$ cat src/rtl/lvm_pkg.sv
`timescale 1ns / 1ps
// ----------------------------------------------------------------------------
// lvm_pkg
// shared constants of the look-at view matrix pipeline
// ----------------------------------------------------------------------------
package lvm_pkg;
    localparam int WORD_BITS_DEF = 32;
    localparam int FRAC_BITS_DEF = 16;
    // prescaled vectors have their largest magnitude in [2^29, 2^30)
    localparam int NORM_BITS     = 30;
    localparam int SQ_BITS       = 2 * NORM_BITS + 2;
    localparam int ROOT_BITS     = NORM_BITS + 1;
endpackage

$ cat src/rtl/lvm_prescale.sv
`timescale 1ns / 1ps
// ----------------------------------------------------------------------------
// lvm_prescale
// pipelined block-normalising shift of a three-component vector: magnitudes
// are moved so the largest one lands in the top NORM_BITS window
// ----------------------------------------------------------------------------
module lvm_prescale #(
    parameter int IN_BITS   = 33,
    parameter int SIDE_BITS = 8
) (
    input  logic                          i_clk,
    input  logic                          i_rst_n,
    input  logic                          i_en,
    input  logic                          i_valid,
    input  logic signed [IN_BITS-1:0]     i_vec [3],
    input  logic [SIDE_BITS-1:0]          i_side,
    output logic                          o_valid,
    output logic [lvm_pkg::NORM_BITS-1:0] o_mag [3],
    output logic [2:0]                    o_neg,
    output logic [SIDE_BITS-1:0]          o_side
);
    import lvm_pkg::*;

    localparam int W  = (IN_BITS > NORM_BITS) ? IN_BITS : NORM_BITS;
    localparam int LV = $clog2(W);

    logic [W-1:0]         r_mag  [LV+1][3];
    logic [2:0]           r_neg  [LV+1];
    logic [SIDE_BITS-1:0] r_side [LV+1];
    logic                 r_vld  [LV+1];
    logic [IN_BITS-1:0]   w_abs  [3];

    always_comb begin
        for (int i = 0; i < 3; i++) begin
            w_abs[i] = $unsigned(i_vec[i][IN_BITS-1] ? -i_vec[i] : i_vec[i]);
        end
    end

    always_ff @(posedge i_clk) begin
        if (!i_rst_n) begin
            for (int k = 0; k <= LV; k++) begin
                r_vld[k] <= 1'b0;
            end
        end else if (i_en) begin
            r_vld[0] <= i_valid;
            for (int k = 1; k <= LV; k++) begin
                r_vld[k] <= r_vld[k-1];
            end
        end
    end

    always_ff @(posedge i_clk) begin
        if (i_en) begin
            for (int i = 0; i < 3; i++) begin
                r_mag[0][i] <= W'(w_abs[i]);
                r_neg[0][i] <= i_vec[i][IN_BITS-1];
            end
            r_side[0] <= i_side;
        end
    end

    // one shift distance per stage, largest first
    for (genvar k = 1; k <= LV; k++) begin : g_shift
        localparam int STEP = 1 << (LV - k);
        logic [W-1:0] w_or;
        logic         w_sh;
        assign w_or = r_mag[k-1][0] | r_mag[k-1][1] | r_mag[k-1][2];
        assign w_sh = ~|w_or[W-1 -: STEP];
        always_ff @(posedge i_clk) begin
            if (i_en) begin
                for (int i = 0; i < 3; i++) begin
                    r_mag[k][i] <= w_sh ? (r_mag[k-1][i] << STEP) : r_mag[k-1][i];
                end
                r_neg[k]  <= r_neg[k-1];
                r_side[k] <= r_side[k-1];
            end
        end
    end

    always_comb begin
        for (int i = 0; i < 3; i++) begin
            o_mag[i] = r_mag[LV][i][W-1 -: NORM_BITS];
        end
    end
    assign o_neg   = r_neg[LV];
    assign o_side  = r_side[LV];
    assign o_valid = r_vld[LV];
endmodule

$ cat config.mk
export PLATFORM = sky130hd
export DESIGN_NAME = lvm_prescale
export DESIGN_NICKNAME = d
export VERILOG_FILES = /design/src/rtl/lvm_pkg.sv /design/src/rtl/lvm_prescale.sv
export SDC_FILE = /design/constraint.sdc
export NUM_CORES = 1
export LEC_CHECK = 0
export BUFFER_PORTS_ARGS = -buffer_cell sky130_fd_sc_hd__buf_4
export CELL_PAD_IN_SITES_DETAIL_PLACEMENT = 1
export CELL_PAD_IN_SITES_GLOBAL_PLACEMENT = 2
export CORE_MARGIN = 2
export CORE_UTILIZATION = 40
export CTS_CLUSTER_DIAMETER = 120
export DETAILED_ROUTE_END_ITERATION = 8
export PLACE_DENSITY_LB_ADDON = 0.1
export SYNTH_ARGS = -nofsm -noshare
export SYNTH_HDL_FRONTEND = slang
export SYNTH_SLANG_ARGS = --single-unit
$ cat constraint.sdc
create_clock -name i_clk -period 2.51 [get_ports i_clk]
set_input_delay 0.6275 -clock i_clk [delete_from_list [all_inputs] [get_ports i_clk]]
set_output_delay 0.6275 -clock i_clk [all_outputs]
set_load 0.05 [all_outputs]
# Yosys cells after proc, flatten, opt, wreduce, memory -nomap -nowiden
# Memory sizes are Yosys's and may differ from the RTL's.
# Cells that the tools add are included.
dict set report op_classes {
  bitwise_logic 19
  add_sub_neg 3
  n_reduce_logical 5
  n_mux 33
}
# operator count
set ops {}
lappend ops {{33-bit 2-to-1 mux} 21}
lappend ops {{33-bit bitwise OR} 12}
lappend ops {{33-bit negator} 3}
lappend ops {{32-bit OR reduction} 1}
lappend ops {{16-bit OR reduction} 1}
lappend ops {{1-bit 2-to-1 mux} 12}
lappend ops {{8-bit OR reduction} 1}
lappend ops {{1-bit bitwise OR} 7}
lappend ops {{4-bit OR reduction} 1}
lappend ops {{2-bit OR reduction} 1}
dict set report word_totals {
  word_cells 64
  in_bits 111
  output_inout_bits 102
  memories 4
  reg_bits 0
  mem_bits_rw 777
}
# name words width read_ports rd_ports_with_merged_regs write_ports line
set mem_list {}
lappend mem_list {r_mag 7 99 7 0 7 lvm_prescale.sv:27} ;# logic [W-1:0] r_mag [LV+1][3];
lappend mem_list {r_side 7 8 7 0 7 lvm_prescale.sv:29} ;# logic [SIDE_BITS-1:0] r_side [LV+1];
lappend mem_list {r_neg 7 3 7 0 7 lvm_prescale.sv:28} ;# logic [2:0] r_neg [LV+1];
lappend mem_list {r_vld 7 1 7 0 7 lvm_prescale.sv:30} ;# logic r_vld [LV+1];

# Depth between registers and ports, before layout
# An unclocked memory read counts as a cell.
dict set report depth {
  word_depth 5
  mapped_depth 7
  depth_no_buf 6
}

# Worst setup path after synthesis
# Ideal clock, no wire load.
dict set report synth_timing {
  path_type {input to register}
  from {input port i_vec[86] in the netlist's numbering}
  to {memory r_mag[0][96] in the netlist's numbering, data pin}
  path_buffers 0
  path_stages 4
  setup_time_ns 0.263
  t_required_ns 2.247
  path_slack_ns 0.072
  arrival_ns 2.175
  path_cell_list {or4_1 or4_4 o41ai_2 xnor2_1}
}
# item line
set synth_lines {}
lappend synth_lines {{from (decl)} lvm_prescale.sv:15} ;# input logic signed [IN_BITS-1:0] i_vec [3],
lappend synth_lines {{to (decl)} lvm_prescale.sv:27}

==> Flow_metrics.wiki <==
{| class="wikitable"
! Metric !! Value
|-
| Result of the run || completed
|-
| Core area || 77500 µm²
|-
| Crit path time final || 2210 ps
|-
| Number of nets produced by synthesis || 2125
|-
| Power density normalized to cell area || 803 nW/µm²
|-
| Arrival time of the worst setup path || 2580 ps
|-
| Worst slew margin relative to its limit || 60.4%
|-
| Number of inserted diodes || 0
|-
| Die boundary width || 284 µm
|-
| Die Footprint || just over 80000 µm²
|-
| Grt met2 use || 28.0%
|-
| Cts bufs inserted || 84
|-
| Leading cell type in the layout, fill and taps excluded || sky130_fd_sc_hd__edfxtp_1
|-
| Max-cap violations || 0
|-
| Final non-filler cell total || 3245
|-
| Detailed Place HPWL || 49800 µm
|-
| Fin. max-slew vios || 0
|-
| Final antenna-violating net count || 0
|-
| Summed area of non-filler cells in the final layout || 36400 µm²
|-
| DRC || 0
|-
| Clock sink total || about 760
|-
| Top-level port count || 213
|-
| H-tree depth reported by CTS || 3
|-
| Chip Height || 284 µm
|-
| Pin slew with the least headroom to its limit || 588 ps
|-
| Initial drt markers || between 900 and 1000
|-
| Number of distinct library cells after synthesis || 40
|-
| Setup slack, reg-to-reg || 300 ps
|-
| Initial antenna violation count || 0
|-
| Ratio of cells with drive above 1 in the final layout || 29.4%
|-
| Layout-stage area growth over the synthesis result || 16.2%
|-
| Final net count || 2252
|-
| Maximum clock insertion buffer count || 3
|-
| TritonCTS clock tree || done
|-
| Category of the worst setup path capture point || register
|-
| Worst setup path class || register to register
|-
| Worst-path cell chain || or4_1 -> nor3_2 -> buf_4 -> mux2_2
|-
| Final WL || between 60000 and 70000 µm
|-
| Post-synthesis sequential area ratio || 72.8%
|-
| Vias || between 15000 and 20000
|-
| Grt total ovfl || 0
|-
| Register clock-pin slew on the reported worst setup and hold paths || 60 ps
|-
| Flip-flop and latch count after synthesis || 762
|-
| Reported leakage power || 13.1 nW
|-
| Via density || 4.84
|-
| Hold crit path type || primary input to register
|-
| Synthesized cell area || 31300 µm²
|-
| Pre-Repair DR Iteration Count || 5
|-
| Final core occ || 47.0%
|-
| Insertion delay to the later sink of the worst-skew pair || 630 ps
|-
| Final worst clock skew || 19.8 ps
|-
| Count of endpoints failing hold in the final timing report || 0
|-
| Master of the slowest instance on the critical path || sky130_fd_sc_hd__or4_1
|-
| Hold bufs inserted after CTS || 0
|-
| Starting density of the core || between 40 and 50%
|-
| Post-CTS setup buffer count || 0
|-
| Cell area after placement || approximately 34000 µm²
|-
| Number of rows in the core area || between 100 and 150
|-
| Worst IR Drop VDD || approximately 0.41 mV
|-
| Met1 usage || 22.0%
|-
| Setup_tns || 0 ps
|-
| Power after layout || 29.3 mW
|-
| Largest fanout on the critical path || 33
|-
| Cell at the root of the clock tree || sky130_fd_sc_hd__clkbuf_16
|-
| Ys Warns || 0
|-
| Setup repair after global routing missed its margin || false
|-
| Met3 Track Usage GR || ~3%
|-
| Layer with the highest usage after global routing || met2
|-
| Critical Path Source Type || register
|-
| Post-synthesis average cell area || roughly 16 µm²
|-
| Achievable clock frequency || between 400 and 500 MHz
|-
| Worst path required time || roughly 2900 ps
|-
| Worst slack at placement || -173 ps
|-
| Number of port buffers || 212
|-
| Final setup violating endpoints || 0
|-
| Routed wirelength normalized by instance count || 21.0 µm
|-
| Most frequent cells in the layout || sky130_fd_sc_hd__edfxtp_1 (757), sky130_fd_sc_hd__buf_4 (272), sky130_fd_sc_hd__nand2_1 (253), sky130_fd_sc_hd__mux2_2 (219), sky130_fd_sc_hd__a21o_1 (93)
|-
| Period utilisation layout || 88.1%
|-
| Worst slack on hold paths || 185 ps
|-
| Count of mapped cells out of synthesis || 2011
|-
| Wire length of the first global-routing pass || 104000 µm
|-
| Final weighted congestion of routability-driven global placement || slightly below 0.9
|-
| Placed insts || 3092
|-
| Total routing resource utilization after global routing || 16.8%
|-
| Slowest Stage Delay on Critical Path || between 500 and 600 ps
|-
| Post-cts resize count || 0
|-
| Largest net degree at the start of global routing || 106
|-
| Worst Setup Slack, final || roughly 300 ps
|-
| Vias in the first global route || 16902
|}
-- path summary, 6_finish.rpt --
kind                      from            end  depth (start not counted)
hold / removal       i_side[5]   r_side[0][5]                          1
setup / recovery  r_mag[1][31]  r_mag[1][107]                          4
hold reg to reg   r_side[4][5]   r_side[5][5]                          0
setup reg to reg  r_mag[1][31]  r_mag[1][107]                          4
-- registers in the layout (all words and copies together) (netlist names) --
name    cells
r_side     56
r_mag     678
r_vld       7
r_neg      21
-- cell families (layout without fill, tap and decap cells) --
| logic type | after synthesis | in the layout | synth area share (%) |
|---|---|---|---|
| AO/OA/AOI/OAI | 176 | 176 | 4.19 |
| XOR/XNOR | 90 | 90 | 2.51 |
| adder cells (fa/ha/maj) | 3 | 3 | 0.120 |
| buffers and inverters | 259 | 453 | 4.21 |
| flip-flops | 762 | 762 | 72.8 |
| multiplexers | 233 | 233 | 8.35 |
| AND/OR/NAND/NOR | 488 | 488 | 7.78 |
-- final cells by class --
type                            instances  area (µm²)
Inverter                                7        26.3
Timing Repair Buffer                  293        2460
Clock inverter                         51         372
Clock buffer                          102        2210
Tap cell                             1040        1300
Multi-Input combinational cell        990        7220
Fill cell                            7508       41000
Sequential cell                       762       22800
-- synth_stat cells (all sizes together) --
master | n | area share [%]
nor2b | 78 | 1.6
dfxtp | 5 | 0.32
mux2 | 228 | 8.2
or3 | 7 | 0.14
mux2i | 5 | 0.16
buf | 101 | 2.3
a21boi | 3 | 0.072
nand2 | 253 | 3.0
o41ai | 25 | 0.75
or2 | 3 | 0.060
and2 | 13 | 0.26
edfxtp | 757 | 73
and3 | 2 | 0.040
a31o | 3 | 0.084
nand3b | 4 | 0.096
or4b | 1 | 0.044
nor4b | 1 | 0.028
o31ai | 29 | 0.69
nand4 | 16 | 0.32
nor3b | 1 | 0.024
inv | 7 | 0.084
xnor2 | 90 | 2.5
or4 | 10 | 0.26
a21o | 93 | 2.2
nand4b | 1 | 0.028
nor3 | 12 | 0.19
nand3 | 7 | 0.11
nor4bb | 2 | 0.064
ha | 3 | 0.12
o21ai | 23 | 0.37
nor4 | 57 | 1.2
clkbuf | 151 | 1.8
nand2b | 11 | 0.22
nor2 | 9 | 0.11
-- routing by layer --
metal	share of wire (%)	vias up	routed length [µm]
met5	0	-	0
met1	45	7657	30500
li1	-	7627	-
met2	48	293	33000
met3	3.5	123	2410
met4	3.3	0	2230
-- critical path: cells and delay by family (launching register included) --
kind / cells / cell delay [ps]
flops: 1 / 380
simple gates: 2 / 770
mux: 1 / 390
buf+inv: 1 / 410
-- report_power, final --
group | internal (mW) | total (mW) | switching (mW)
sequential | 15.1 | 15.7 | 0.602
combinational | 0.810 | 1.96 | 1.15
clock | 6.69 | 11.6 | 4.90
total | 22.6 | 29.3 | 6.65
No activity file was read; power rests on OpenSTA's default activity.
